File: config.mk
export PLATFORM = sky130hd
export DESIGN_NAME = distinct_prime_factor_run_flat
export DESIGN_NICKNAME = d
export VERILOG_FILES = /design/src/hw/rtl/dpfr_pkg.sv /design/src/hw/rtl/dpfr_if.sv /design/src/hw/rtl/dpfr_useq.sv /design/src/hw/rtl/dpfr_datapath.sv /design/src/hw/rtl/distinct_prime_factor_run.sv /design/src/flat_wrapper.sv
export SDC_FILE = /design/constraint.sdc
export NUM_CORES = 1
export LEC_CHECK = 0
export BUFFER_PORTS_ARGS = -buffer_cell sky130_fd_sc_hd__buf_2
export CAP_MARGIN = 20
export CELL_PAD_IN_SITES_DETAIL_PLACEMENT = 0
export CELL_PAD_IN_SITES_GLOBAL_PLACEMENT = 1
export CORE_ASPECT_RATIO = 2
export CORE_MARGIN = 2
export CORE_UTILIZATION = 45
export DETAILED_ROUTE_END_ITERATION = 12
export PLACE_DENSITY = 0.85
export SLEW_MARGIN = 20
export SYNTH_ARGS = -nofsm -noshare
export SYNTH_HDL_FRONTEND = slang
export SYNTH_SLANG_ARGS = --single-unit
export TNS_END_PERCENT = 100
File: constraint.sdc
create_clock -name clk -period 7.85 [get_ports clk]
set_input_delay 0.785 -clock clk [delete_from_list [all_inputs] [get_ports clk]]
set_output_delay 0.785 -clock clk [all_outputs]
set_load 0.05 [all_outputs]
File: src/hw/rtl/dpfr_pkg.sv
// ----------------------------------------------------------------------------
// dpfr_pkg
// Shared constants, types and the microcode table of the distinct prime
// factor run block.
// ----------------------------------------------------------------------------
package dpfr_pkg;

	localparam int NUMBER_WIDTH  = 20;
	// trial divisor never exceeds floor(sqrt(number)) + 1
	localparam int DIV_WIDTH     = (NUMBER_WIDTH + 1) / 2 + 1;
	localparam int SQ_WIDTH      = 2 * DIV_WIDTH;
	localparam int BIT_CNT_WIDTH = $clog2(NUMBER_WIDTH + 1);
	localparam int PC_WIDTH      = 3;
	localparam int APB_ADDR_W    = 3;
	localparam int APB_DATA_W    = 32;

	localparam logic [2:0] COUNT_MAX = 3'd7;
	localparam logic [3:0] RUN_MAX   = 4'd15;

	localparam logic [2:0] TARGET_RESET = 3'd4;
	localparam logic [3:0] RUN_RESET    = 4'd4;

	// register index, taken from paddr[2]
	localparam logic REG_TARGET     = 1'b0;
	localparam logic REG_RUN_NEEDED = 1'b1;

	typedef logic [PC_WIDTH-1:0] pc_t;

	typedef enum logic [2:0] {
		OP_NOP,
		OP_LOAD,
		OP_SQUARE,
		OP_DIV_INIT,
		OP_DIV_STEP,
		OP_COMMIT,
		OP_NEXT_D,
		OP_FINISH
	} dp_op_t;

	typedef enum logic [2:0] {
		C_ALWAYS,
		C_NEVER,
		C_NO_INPUT,
		C_SQ_GT_N,
		C_DIV_MORE,
		C_REM_ZERO,
		C_OUT_BUSY
	} jmp_cond_t;

	typedef struct packed {
		dp_op_t    op;
		jmp_cond_t cond;
		pc_t       target;
	} ctrl_word_t;

	typedef struct packed {
		logic no_input;
		logic sq_gt_n;
		logic div_more;
		logic rem_zero;
		logic out_busy;
	} dp_status_t;

	typedef struct packed {
		logic [2:0] target_factors;
		logic [3:0] run_needed;
	} cfg_t;

	localparam pc_t ST_WAIT     = 3'd0;
	localparam pc_t ST_SQUARE   = 3'd1;
	localparam pc_t ST_TEST     = 3'd2;
	localparam pc_t ST_DIV_INIT = 3'd3;
	localparam pc_t ST_DIV_STEP = 3'd4;
	localparam pc_t ST_COMMIT   = 3'd5;
	localparam pc_t ST_NEXT_D   = 3'd6;
	localparam pc_t ST_FINISH   = 3'd7;

	// Microcode: a taken condition jumps to target, otherwise pc + 1.
	// FINISH is the last step; falling through wraps to WAIT.
	function automatic ctrl_word_t ucode_rom(pc_t pc);
		ctrl_word_t cw;
		case (pc)
			ST_WAIT:     cw = '{op: OP_LOAD,     cond: C_NO_INPUT, target: ST_WAIT};
			ST_SQUARE:   cw = '{op: OP_SQUARE,   cond: C_NEVER,    target: ST_WAIT};
			ST_TEST:     cw = '{op: OP_NOP,      cond: C_SQ_GT_N,  target: ST_FINISH};
			ST_DIV_INIT: cw = '{op: OP_DIV_INIT, cond: C_NEVER,    target: ST_WAIT};
			ST_DIV_STEP: cw = '{op: OP_DIV_STEP, cond: C_DIV_MORE, target: ST_DIV_STEP};
			ST_COMMIT:   cw = '{op: OP_COMMIT,   cond: C_REM_ZERO, target: ST_DIV_INIT};
			ST_NEXT_D:   cw = '{op: OP_NEXT_D,   cond: C_ALWAYS,   target: ST_SQUARE};
			ST_FINISH:   cw = '{op: OP_FINISH,   cond: C_OUT_BUSY, target: ST_FINISH};
			default:     cw = '{op: OP_NOP,      cond: C_ALWAYS,   target: ST_WAIT};
		endcase
		return cw;
	endfunction

endpackage

File: src/hw/rtl/dpfr_if.sv
// ----------------------------------------------------------------------------
// dpfr_if
// Valid/ready channels for the input numbers and the result items.
// ----------------------------------------------------------------------------
interface dpfr_in_if;
	logic                              valid;
	logic                              ready;
	logic [dpfr_pkg::NUMBER_WIDTH-1:0] number;

	modport source (output valid, output number, input ready);
	modport sink   (input valid, input number, output ready);
endinterface

interface dpfr_out_if;
	logic       valid;
	logic       ready;
	logic [2:0] factor_count;
	logic [3:0] run_count;
	logic       hit;

	modport source (output valid, output factor_count, output run_count, output hit,
		input ready);
	modport sink   (input valid, input factor_count, input run_count, input hit,
		output ready);
endinterface

File: src/hw/rtl/dpfr_useq.sv
// ----------------------------------------------------------------------------
// dpfr_useq
// Microcode sequencer: step counter, control ROM and conditional jumps.
// ----------------------------------------------------------------------------
module dpfr_useq (
	input  logic                 clk,
	input  logic                 arst_n,
	input  dpfr_pkg::dp_status_t status,
	output dpfr_pkg::ctrl_word_t cw
);

	dpfr_pkg::pc_t pc_q;
	logic          take;

	always_comb begin
		cw = dpfr_pkg::ucode_rom(pc_q);
		case (cw.cond)
			dpfr_pkg::C_ALWAYS:   take = 1'b1;
			dpfr_pkg::C_NEVER:    take = 1'b0;
			dpfr_pkg::C_NO_INPUT: take = status.no_input;
			dpfr_pkg::C_SQ_GT_N:  take = status.sq_gt_n;
			dpfr_pkg::C_DIV_MORE: take = status.div_more;
			dpfr_pkg::C_REM_ZERO: take = status.rem_zero;
			dpfr_pkg::C_OUT_BUSY: take = status.out_busy;
			default:              take = 1'b0;
		endcase
	end

	always_ff @(posedge clk or negedge arst_n) begin
		if (!arst_n) begin
			pc_q <= dpfr_pkg::ST_WAIT;
		end else if (take) begin
			pc_q <= cw.target;
		end else begin
			pc_q <= pc_q + dpfr_pkg::pc_t'(1);
		end
	end

endmodule

File: src/hw/rtl/dpfr_datapath.sv
// ----------------------------------------------------------------------------
// dpfr_datapath
// Remainder, trial divisor, squarer, radix-2 divider, factor and run counters
// and the result register, all driven by the microcode word.
// ----------------------------------------------------------------------------
module dpfr_datapath (
	input  logic                 clk,
	input  logic                 arst_n,
	input  dpfr_pkg::ctrl_word_t cw,
	input  dpfr_pkg::cfg_t       cfg,
	output dpfr_pkg::dp_status_t status,
	dpfr_in_if.sink              in_ch,
	dpfr_out_if.source           out_ch
);

	localparam int W  = dpfr_pkg::NUMBER_WIDTH;
	localparam int DW = dpfr_pkg::DIV_WIDTH;
	localparam int SW = dpfr_pkg::SQ_WIDTH;
	localparam int BW = dpfr_pkg::BIT_CNT_WIDTH;

	logic [W-1:0]  n_q;
	logic [DW-1:0] d_q;
	logic [SW-1:0] sq_q;
	logic [W-1:0]  quo_q;
	logic [DW-1:0] rem_q;
	logic [BW-1:0] bit_q;
	logic [2:0]    cnt_q;
	logic          counted_q;
	logic [3:0]    run_q;
	logic          out_valid_q;
	logic [2:0]    out_cnt_q;
	logic [3:0]    out_run_q;
	logic          out_hit_q;

	logic [DW:0]   trial;
	logic [DW:0]   diff;
	logic          trial_ge;
	logic [DW-1:0] rem_next;
	logic          out_busy;
	logic          load_fire;
	logic          finish_fire;
	logic [2:0]    fin_cnt;
	logic [3:0]    run_next;

	assign in_ch.ready = (cw.op == dpfr_pkg::OP_LOAD);
	assign load_fire   = in_ch.ready && in_ch.valid;
	assign out_busy    = out_valid_q && !out_ch.ready;
	assign finish_fire = (cw.op == dpfr_pkg::OP_FINISH) && !out_busy;

	// one quotient bit per cycle, dividend shifted out of quo_q from the top
	assign trial    = {rem_q, quo_q[W-1]};
	assign trial_ge = (trial >= {1'b0, d_q});
	assign diff     = trial - {1'b0, d_q};
	assign rem_next = trial_ge ? diff[DW-1:0] : trial[DW-1:0];

	// leftover remainder above one is a prime of its own
	always_comb begin
		fin_cnt = cnt_q;
		if (n_q > W'(1) && cnt_q != dpfr_pkg::COUNT_MAX) begin
			fin_cnt = cnt_q + 3'd1;
		end
		if (fin_cnt == cfg.target_factors) begin
			run_next = (run_q == dpfr_pkg::RUN_MAX) ? run_q : run_q + 4'd1;
		end else begin
			run_next = 4'd0;
		end
	end

	always_comb begin
		status.no_input = !in_ch.valid;
		status.sq_gt_n  = (sq_q > SW'(n_q));
		status.div_more = (bit_q != BW'(1));
		status.rem_zero = (rem_q == '0);
		status.out_busy = out_busy;
	end

	always_ff @(posedge clk) begin
		case (cw.op)
			dpfr_pkg::OP_LOAD: begin
				if (load_fire) begin
					n_q   <= in_ch.number;
					d_q   <= DW'(2);
					cnt_q <= 3'd0;
					counted_q <= 1'b0;
				end
			end
			dpfr_pkg::OP_SQUARE: begin
				sq_q <= d_q * d_q;
			end
			dpfr_pkg::OP_DIV_INIT: begin
				quo_q <= n_q;
				rem_q <= '0;
				bit_q <= BW'(W);
			end
			dpfr_pkg::OP_DIV_STEP: begin
				rem_q <= rem_next;
				quo_q <= {quo_q[W-2:0], trial_ge};
				bit_q <= bit_q - BW'(1);
			end
			dpfr_pkg::OP_COMMIT: begin
				if (rem_q == '0) begin
					n_q <= quo_q;
					counted_q <= 1'b1;
					if (!counted_q && cnt_q != dpfr_pkg::COUNT_MAX) begin
						cnt_q <= cnt_q + 3'd1;
					end
				end
			end
			dpfr_pkg::OP_NEXT_D: begin
				d_q <= d_q + DW'(1);
				counted_q <= 1'b0;
			end
			dpfr_pkg::OP_FINISH: begin
				if (finish_fire) begin
					out_cnt_q <= fin_cnt;
					out_run_q <= run_next;
					out_hit_q <= (run_next == cfg.run_needed);
				end
			end
			default: begin
			end
		endcase
	end

	always_ff @(posedge clk or negedge arst_n) begin
		if (!arst_n) begin
			run_q       <= 4'd0;
			out_valid_q <= 1'b0;
		end else begin
			if (finish_fire) begin
				run_q       <= run_next;
				out_valid_q <= 1'b1;
			end else if (out_ch.ready) begin
				out_valid_q <= 1'b0;
			end
		end
	end

	assign out_ch.valid        = out_valid_q;
	assign out_ch.factor_count = out_cnt_q;
	assign out_ch.run_count    = out_run_q;
	assign out_ch.hit          = out_hit_q;

endmodule

File: src/hw/rtl/distinct_prime_factor_run.sv
// ----------------------------------------------------------------------------
// distinct_prime_factor_run
// Counts distinct prime factors per item by trial division and tracks the
// run of consecutive items that have the target count.
// ----------------------------------------------------------------------------
//  channel  dir  handshake        payload
//  in_ch    in   valid / ready    number[19:0]
//  out_ch   out  valid / ready    factor_count[2:0], run_count[3:0], hit
//  apb      in   psel / penable   paddr[2:0], pwdata[31:0], prdata[31:0]
//
// One item at a time. Each trial divisor d costs square + test + a 20-bit
// radix-2 division + commit + step, plus another division + commit for each
// extra division by a divisor that divides.
// A result waits in the output register; the next item is taken meanwhile.
// Reset clears the run counter and sets both registers to 4.
// ----------------------------------------------------------------------------
module distinct_prime_factor_run (
	input  logic                              clk,
	input  logic                              arst_n,
	input  logic                              psel,
	input  logic                              penable,
	input  logic                              pwrite,
	input  logic [dpfr_pkg::APB_ADDR_W-1:0]   paddr,
	input  logic [dpfr_pkg::APB_DATA_W-1:0]   pwdata,
	output logic [dpfr_pkg::APB_DATA_W-1:0]   prdata,
	output logic                              pready,
	dpfr_in_if.sink                           in_ch,
	dpfr_out_if.source                        out_ch
);

	dpfr_pkg::cfg_t       cfg_q;
	dpfr_pkg::ctrl_word_t cw;
	dpfr_pkg::dp_status_t status;
	logic                 wr_en;

	assign pready = 1'b1;
	assign wr_en  = psel && penable && pwrite && pready;

	always_ff @(posedge clk or negedge arst_n) begin
		if (!arst_n) begin
			cfg_q.target_factors <= dpfr_pkg::TARGET_RESET;
			cfg_q.run_needed     <= dpfr_pkg::RUN_RESET;
		end else if (wr_en) begin
			case (paddr[2])
				dpfr_pkg::REG_TARGET:     cfg_q.target_factors <= pwdata[2:0];
				dpfr_pkg::REG_RUN_NEEDED: cfg_q.run_needed     <= pwdata[3:0];
				default: begin
				end
			endcase
		end
	end

	always_comb begin
		case (paddr[2])
			dpfr_pkg::REG_TARGET:     prdata = {29'd0, cfg_q.target_factors};
			dpfr_pkg::REG_RUN_NEEDED: prdata = {28'd0, cfg_q.run_needed};
			default:                  prdata = '0;
		endcase
	end

	dpfr_useq u_useq (
		.clk    (clk),
		.arst_n (arst_n),
		.status (status),
		.cw     (cw)
	);

	dpfr_datapath u_datapath (
		.clk    (clk),
		.arst_n (arst_n),
		.cw     (cw),
		.cfg    (cfg_q),
		.status (status),
		.in_ch  (in_ch),
		.out_ch (out_ch)
	);

endmodule
File: src/flat_wrapper.sv
// flat-port wrapper written by rule: the top's interface ports become plain ports
module distinct_prime_factor_run_flat 
  (clk, arst_n, psel, penable, pwrite, paddr, pwdata, prdata, pready, in_ch_valid, in_ch_number, in_ch_ready, out_ch_valid, out_ch_factor_count, out_ch_run_count, out_ch_hit, out_ch_ready);
  dpfr_in_if in_ch_i ();
  dpfr_out_if out_ch_i ();
  input  logic clk;
  input  logic arst_n;
  input  logic psel;
  input  logic penable;
  input  logic pwrite;
  input  logic [dpfr_pkg::APB_ADDR_W-1:0] paddr;
  input  logic [dpfr_pkg::APB_DATA_W-1:0] pwdata;
  output logic [dpfr_pkg::APB_DATA_W-1:0] prdata;
  output logic pready;
  input wire logic [$bits(in_ch_i.valid)-1:0] in_ch_valid;
  input wire logic [$bits(in_ch_i.number)-1:0] in_ch_number;
  output wire logic [$bits(in_ch_i.ready)-1:0] in_ch_ready;
  output wire logic [$bits(out_ch_i.valid)-1:0] out_ch_valid;
  output wire logic [$bits(out_ch_i.factor_count)-1:0] out_ch_factor_count;
  output wire logic [$bits(out_ch_i.run_count)-1:0] out_ch_run_count;
  output wire logic [$bits(out_ch_i.hit)-1:0] out_ch_hit;
  input wire logic [$bits(out_ch_i.ready)-1:0] out_ch_ready;
  assign in_ch_i.valid = in_ch_valid;
  assign in_ch_i.number = in_ch_number;
  assign in_ch_ready = in_ch_i.ready;
  assign out_ch_valid = out_ch_i.valid;
  assign out_ch_factor_count = out_ch_i.factor_count;
  assign out_ch_run_count = out_ch_i.run_count;
  assign out_ch_hit = out_ch_i.hit;
  assign out_ch_i.ready = out_ch_ready;
  distinct_prime_factor_run u_core (.clk(clk), .arst_n(arst_n), .psel(psel), .penable(penable), .pwrite(pwrite), .paddr(paddr), .pwdata(pwdata), .prdata(prdata), .pready(pready), .in_ch(in_ch_i), .out_ch(out_ch_i));
endmodule
==> load_flow_metrics.sql, run 1 <==
INSERT INTO impl_metrics (metric_group, metric, value, unit) VALUES
('floorplan', 'initial_utilization', '0.454', ''),
('sta', 'timing.final.max_slew_violations', '0', ''),
('global_routing', 'vias_in_the_first_global_route', '7220', ''),
('sta', 'max_freq', '0.163', 'GHz'),
('global_routing', 'grt_pass1_wl', '35.1', 'mm'),
('layout', 'layout.cells.most_common_list', '148 x inv_1, 124 x nand2_1, 100 x edfxtp_1', ''),
('worst_setup_path', 'end_kind', 'flop', ''),
('floorplan', 'placeableCoreArea', '21400', 'um^2'),
('placed_design', 'io_buffers', '45', ''),
('clock_tree', 'cts-resized-gates', '0', ''),
('worst_setup_path', 'required', '8.02', 'ns'),
('layout', 'area.growth.synth_to_final', '10.2', '%'),
('global_routing', 'pin_count_of_the_biggest_net_entering_global_routing', '37', ''),
('logic_synthesis', 'dominantRegCellSynth', 'edfxtp_1', ''),
('status', 'outcome', 'finished, final reports clean', ''),
('sta', 'finalCritPeriodShare', '0.782', ''),
('clock_tree', 'postCtsSetupBuffers', '0', ''),
('worst_setup_path', 'worst_r2r_path_depth', '20', ''),
('worst_setup_path', 'crit_buf_inv', '5', ''),
('global_routing', 'globalRoute.busiestLayer', 'met2', ''),
('sta', 'report.final.setup_viol', '0', ''),
('placed_design', 'post-place-cells', '1274', ''),
('worst_setup_path', 'critPathKind', 'reg -> reg', ''),
('logic_synthesis', 'netlist_instances', '971', ''),
('global_routing', 'grtUsageMet1', '0.180', ''),
('worst_setup_path', 'cp_slowest_stage_delay', '0.55', 'ns'),
('worst_setup_path', 'critical-path-top-cell-by-count', 'fa_1', ''),
('sta', 'setup_total_negative_slack', '0', 'ns'),
('logic_synthesis', 'async_flop_share', '0.130', ''),
('logic_synthesis', 'synthDistinctLibCells', '68', ''),
('sta', 'timing.clock.skew', '0.00753', 'ns'),
('global_routing', 'grt_antenna_before_repair', '0', ''),
('clock_tree', 'clockRootBuffer', 'clkbuf_16', ''),
('layout', 'n_antenna_cell', '0', ''),
('logic_synthesis', 'yosys_register_bits', '115', ''),
('logic_synthesis', 'synth-edff-count', '100', ''),
('route', 'via_per_inst', '5.19', ''),
('worst_setup_path', 'critPathTopFamily', 'adder cells', ''),
('clock_tree', 'cts-htree-levels', '4', ''),
('worst_setup_path', 'critical_path_arrival', '6.31', 'ns'),
('worst_setup_path', 'reg2reg_slack', '1.71', 'ns'),
('placed_design', 'final_replace_weighted_congestion', '0.873', ''),
('route', 'antenna_violating_nets_post_route', '0', ''),
('floorplan', 'fp-row-count', '76', ''),
('worst_setup_path', 'worst_r2r_startpoint', 'u_core.u_datapath.d_q[0]', ''),
('sta', 'timing.max_slew.rel_slack', '0.377', ''),
('clock_tree', 'cts_tree', 'built', ''),
('placed_design', 'hpwlAfterDp', '17.6', 'mm'),
('floorplan', 'die-width', '108', 'um'),
('clock_tree', 'clock_insertion_delay_worst_skew', '0.43', 'ns'),
('global_routing', 'overflow', '0', ''),
('layout', 'finish.cell_count_without_fillers', '1305', ''),
('clock_tree', 'cts.hold.buffers_added', '0', ''),
('route', 'dr_total_vias', '6776', ''),
('worst_setup_path', 'crit_path_top_delay_cell', 'fa_1', ''),
('global_routing', 'use_met3', '0.0292', ''),
('floorplan', 'dieHeight', '212', 'um'),
('clock_tree', 'tritoncts.num_buffers', '17', ''),
('clock_tree', 'cts.clk_slew.worst_paths', '0.05', 'ns'),
('worst_setup_path', 'cp_cell_sequence', 'clkinv_1 -> nor2_1 -> inv_1 -> fa_1 -> fa_1 -> inv_1 -> fa_1 -> fa_1 -> inv_1 -> fa_1 -> inv_1 -> ha_1 -> a21o_1 -> a21oi_1 -> o21ai_0 -> a21oi_1 -> o21ai_1 -> a211oi_1 -> a21oi_1 -> xnor2_1', ''),
('worst_hold_path', 'holdCritPathClass', 'in -> async', ''),
('worst_setup_path', 'rr_endpoint', 'u_core.u_datapath.sq_q[21]', ''),
('route', 'drtIter0Drc', '329', ''),
('layout', 'final_common_cell', 'inv_1', ''),
('route', 'route.detailed.wl_per_inst', '16.6', 'um'),
('layout', 'drive_above_1_share', '0.130', ''),
('sta', 'timing.final.crit_period', '6.14', 'ns'),
('clock_tree', 'clock-sinks', '115', ''),
('worst_setup_path', 'startpoint_type', 'flop', ''),
('route', 'routed_wl', '21.6', 'mm'),
('logic_synthesis', 'avgSynthCellArea', '10.0', 'um^2');
## routing by layer
metal / wire, um / vias to the layer above
li1: - / 3283
met1: 7250 / 3302
met2: 13000 / 139
met3: 479 / 52
met4: 902 / 0
met5: 0 / -
## synth_stat cells (15+ instances only)
| cell type | number | share of area |
|---|---|---|
| a21o_1 | 19 | 0.015 |
| mux2_2 | 32 | 0.037 |
| clkbuf_1 | 16 | 0.0062 |
| a21oi_1 | 34 | 0.018 |
| ha_1 | 92 | 0.12 |
| inv_1 | 148 | 0.057 |
| o21ai_0 | 22 | 0.011 |
| buf_4 | 30 | 0.023 |
| nor2_1 | 78 | 0.030 |
| xnor2_1 | 29 | 0.026 |
| nand2_1 | 124 | 0.048 |
| fa_1 | 65 | 0.13 |
| nand3_1 | 15 | 0.0077 |
| edfxtp_1 | 100 | 0.31 |
## worst register-to-register path, cell delays in order, from the launching register on
cell and delay (ns):
edfxtp_1 0.49, clkinv_1 0.33, nor2_1 0.28, inv_1 0.10, fa_1 0.51, fa_1 0.55, inv_1 0.06, fa_1 0.50
fa_1 0.55, inv_1 0.05, fa_1 0.52, inv_1 0.04, ha_1 0.36, a21o_1 0.20, a21oi_1 0.12, o21ai_0 0.12
a21oi_1 0.32, o21ai_1 0.15, a211oi_1 0.37, a21oi_1 0.14, xnor2_1 0.15
## sequential cells by signal, indices dropped and copies added (netlist names), 4 cells and up
signal	flops
u_core.u_datapath.run_q	4
u_core.u_datapath.n_q	20
u_core.u_datapath.quo_q	20
u_core.u_datapath.out_ch.run_count	4
u_core.u_datapath.d_q	11
u_core.cfg_q	7
u_core.u_datapath.bit_q	5
u_core.u_datapath.sq_q	21
u_core.u_datapath.rem_q	11
## kinds of logic (layout without fill, tap and decap cells)
| family | Yosys count | in the layout | synth area share |
|---|---|---|---|
| XOR/XNOR | 41 | 41 | 0.0369 |
| multiplexers | 46 | 46 | 0.0528 |
| AND/OR/NAND/NOR | 287 | 287 | 0.135 |
| buffers and inverters | 201 | 235 | 0.0892 |
| flip-flops | 115 | 115 | 0.348 |
| adder cells (fa/ha/maj) | 157 | 157 | 0.252 |
| AO/OA/AOI/OAI | 122 | 122 | 0.0851 |
| other | 2 | 29 | 0.000772 |
## worst max path at each step
stage / depth (start not counted) / to / startpoint
2_1_floorplan: 20 / u_core.u_datapath.sq_q[21] / u_core.u_datapath.d_q[0]
3_3_place_gp: 20 / u_core.u_datapath.sq_q[21] / u_core.u_datapath.d_q[0]
3_5_place_dp: 20 / u_core.u_datapath.sq_q[21] / u_core.u_datapath.d_q[0]
4_1_cts: 20 / u_core.u_datapath.sq_q[21] / u_core.u_datapath.d_q[0]
5_1_grt: 20 / u_core.u_datapath.sq_q[21] / u_core.u_datapath.d_q[0]
6_report: 20 / u_core.u_datapath.sq_q[21] / u_core.u_datapath.d_q[0]
## final cells by class
cell class | instances | area (um^2)
inverters | 152 | 571
multi-input cells | 682 | 5600
clock buffers | 18 | 429
well taps | 273 | 342
flip-flops and latches | 115 | 3380
repair buffers | 52 | 278
clock inverters | 13 | 119
fillers | 1984 | 10700
## metrics by stage
step                      instance area, um^2  setup WS, ns  utilization
final                                   10700          1.71        0.501
after global routing                    10700          1.29        0.501
after CTS                               10700          1.69        0.501
after detailed placement                10200          1.70        0.475
after global placement                  10200          1.75        0.475
after floorplan                          9820          2.33            -
Power of run 1 is not shown: default switching activity piles up to over one toggle a cycle in this logic, so the estimate is an artifact.
==> run 2: changes to the inputs <==
==> constraint.sdc (replaced) <==
create_clock -name clk -period 6 [get_ports clk]
set_input_delay 0.6 -clock clk [delete_from_list [all_inputs] [get_ports clk]]
set_output_delay 0.6 -clock clk [all_outputs]
set_load 0.05 [all_outputs]
==> run 2 against run 1 <==
Against the previous run: sequential cell count stayed put; register-to-register slack worse by 1.4 ns; sequential share of layout area is 0.59 points lower; first-iteration DRC count down 4.9%; critical path depth did not move; core utilization rose by 0.95 points; worst setup slack lost 1.4 ns; non-clock buffer count grew 19; routed wire length up 1.7%; highest routed layer unchanged.
==> load_flow_metrics.sql, run 2 (synthesis gave the netlist of run 1 again) <==
INSERT INTO impl_metrics (metric_group, metric, value, unit) VALUES
('layout', 'final.fill_count', '1944', ''),
('status', 'outcome', 'finished, final reports clean', ''),
('clock_tree', 'postCtsSetupBuffers', '0', ''),
('route', 'antenna_violating_nets_post_route', '0', ''),
('placed_design', 'post-place-cells', '1293', ''),
('worst_setup_path', 'required', '6.18', 'ns'),
('layout', 'area.growth.synth_to_final', '12.3', '%'),
('layout', 'final_common_cell', 'inv_1', ''),
('floorplan', 'fp-row-count', '76', ''),
('global_routing', 'use_met3', '0.0354', ''),
('route', 'remaining_drc_errors', '0', ''),
('worst_setup_path', 'end_kind', 'flop', ''),
('layout', 'n_antenna_cell', '0', ''),
('global_routing', 'met2_track_demand_over_resource', '0.423', ''),
('global_routing', 'grt_pass1_wl', '35.8', 'mm'),
('worst_setup_path', 'reg2reg_slack', '0.29', 'ns'),
('clock_tree', 'cts_tree', 'built', ''),
('worst_setup_path', 'worst_r2r_path_depth', '20', ''),
('worst_setup_path', 'cp_cell_sequence', 'nand2_1 -> fa_1 -> inv_1 -> fa_1 -> inv_1 -> fa_1 -> inv_1 -> fa_1 -> inv_1 -> fa_1 -> inv_1 -> ha_1 -> a21o_1 -> a21o_1 -> a21o_1 -> a31oi_1 -> o21ai_1 -> a211o_1 -> a21oi_1 -> xnor2_1', ''),
('route', 'route.detailed.wl_per_inst', '16.6', 'um'),
('worst_setup_path', 'cp_slowest_stage_delay', '0.57', 'ns'),
('clock_tree', 'cts-resized-gates', '0', ''),
('job', 'timing.max_cap.violations', '0', ''),
('route', 'firstDrtPassIters', '7', ''),
('floorplan', 'die-width', '108', 'um'),
('clock_tree', 'clockRootBuffer', 'clkbuf_16', ''),
('route', 'drtIter0Drc', '313', ''),
('global_routing', 'vias_in_the_first_global_route', '7449', ''),
('clock_tree', 'tritoncts.num_buffers', '17', ''),
('global_routing', 'globalRoute.busiestLayer', 'met2', ''),
('sta', 'tightestPinTransition', '0.928', 'ns'),
('route', 'via_per_inst', '5.22', ''),
('sta', 'setup_total_negative_slack', '0', 'ns'),
('clock_tree', 'clock-sinks', '115', ''),
('worst_setup_path', 'critPathKind', 'reg -> reg', ''),
('sta', 'finalCritPeriodShare', '0.952', ''),
('sta', 'timing.final.hold_violations', '0', ''),
('worst_setup_path', 'critical_path_arrival', '5.89', 'ns'),
('global_routing', 'pin_count_of_the_biggest_net_entering_global_routing', '37', ''),
('sta', 'max_freq', '0.175', 'GHz'),
('worst_setup_path', 'crit_path_top_delay_cell', 'edfxtp_1', ''),
('placed_design', 'preCtsSetupSlack', '0.275', 'ns'),
('worst_setup_path', 'worst_setup_startpoint', 'u_core.u_datapath.d_q[6]', ''),
('worst_setup_path', 'rr_endpoint', 'u_core.u_datapath.sq_q[20]', ''),
('placed_design', 'io_buffers', '45', ''),
('sta', 'timing.final.crit_period', '5.71', 'ns'),
('clock_tree', 'cts-htree-levels', '4', ''),
('clock_tree', 'cts.clk_slew.worst_paths', '0.06', 'ns'),
('worst_setup_path', 'worst_r2r_startpoint', 'u_core.u_datapath.d_q[6]', ''),
('sta', 'timing.final.max_slew_violations', '0', ''),
('floorplan', 'dieHeight', '212', 'um'),
('global_routing', 'overflow', '0', ''),
('layout', 'final_core_utilization', '0.510', ''),
('floorplan', 'floorplan.io_pins', '105', ''),
('worst_setup_path', 'critPathMaxFanout', '10', ''),
('layout', 'finish.cell_count_without_fillers', '1325', ''),
('sta', 'final_critical_path_setup_slack', '0.289', 'ns'),
('worst_setup_path', 'crit_buf_inv', '5', ''),
('sta', 'unrepaired_setup_endpoints_after_global_routing', 'no', ''),
('worst_setup_path', 'critPathTopFamily', 'adder cells', ''),
('placed_design', 'hpwlAfterDp', '17.9', 'mm'),
('sta', 'timing.max_slew.rel_slack', '0.381', ''),
('placed_design', 'final_replace_weighted_congestion', '0.872', ''),
('global_routing', 'grt_util_all_layers', '0.206', ''),
('layout', 'regMostFlops', 'u_core.u_datapath.sq_q', ''),
('worst_setup_path', 'startpoint_type', 'flop', ''),
('clock_tree', 'max-clock-path-buffers', '2', ''),
('worst_setup_path', 'critical_path_cell_count', '20', ''),
('route', 'routed_wl', '22.0', 'mm'),
('route', 'dr_total_vias', '6920', ''),
('clock_tree', 'cts.hold.buffers_added', '0', ''),
('global_routing', 'grtUsageMet1', '0.176', ''),
('clock_tree', 'clock_insertion_delay_worst_skew', '0.43', 'ns'),
('layout', 'largest_register_ffs', '21', ''),
('layout', 'top_regs', 'u_core.u_datapath.sq_q x21, u_core.u_datapath.n_q x20, u_core.u_datapath.quo_q x20', ''),
('floorplan', 'die_area', '22900', 'um^2'),
('floorplan', 'initial_utilization', '0.454', ''),
('sta', 'timing.clock.skew', '0.00670', 'ns'),
('layout', 'drive_above_1_share', '0.148', ''),
('floorplan', 'placeableCoreArea', '21400', 'um^2'),
('worst_hold_path', 'holdCritPathClass', 'in -> async', ''),
('sta', 'report.final.setup_viol', '0', ''),
('global_routing', 'grt_antenna_before_repair', '0', ''),
('layout', 'finalNetCount', '1258', ''),
('layout', 'layout.cells.most_common_list', '148 x inv_1, 124 x nand2_1, 100 x edfxtp_1', ''),
('worst_setup_path', 'crit_end', 'u_core.u_datapath.sq_q[20]', '');
==> run 2: cell type report <==
class                           count  area, um^2  area share
Multi-Input combinational cell    682        5600       0.513
Sequential cell                   115        3380       0.310
Inverter                          152         571      0.0522
Clock buffer                       21         450      0.0412
Timing Repair Buffer               71         420      0.0385
Tap cell                          273         342      0.0313
Clock inverter                     11         159      0.0145
==> run 2: worst min-delay path by stage <==
stage,to,depth (start not counted)
after floorplan,u_core.cfg_q[0],0
after global placement,u_core.u_datapath.run_q[2],1
after detailed placement,u_core.u_datapath.out_ch.valid,2
after CTS,u_core.u_datapath.run_q[2],1
after global routing,u_core.u_datapath.run_q[2],1
final,u_core.u_datapath.run_q[2],1
==> run 2: worst register-to-register path, delay by kind of cell (launching register included) <==
family,cells,cell delay [ns]
adders and majority gates,6,2.90
AOI/OAI and AO/OA,7,1.48
DFF,1,0.57
buffers and inverters,5,0.27
and+or+nand+nor,1,0.16
xor gates and xnor gates,1,0.09
==> run 2: layer usage <==
metal,up-vias,wire [um],part of all wire
met5,-,0,0
met4,0,1010,0.046
met3,67,590,0.027
met2,169,13200,0.60
met1,3346,7140,0.32
li1,3338,-,-
==> run 2: metrics by stage <==
stage / hold WS [ns] / area [um^2]
final: 0.0705 / 10900
after global routing: 0.0828 / 10900
after CTS: 0.0689 / 10900
after detailed placement: 0.522 / 10300
after global placement: 0.519 / 10300
after floorplan: 0.304 / 9820
Power of run 2 is left out for the same reason.
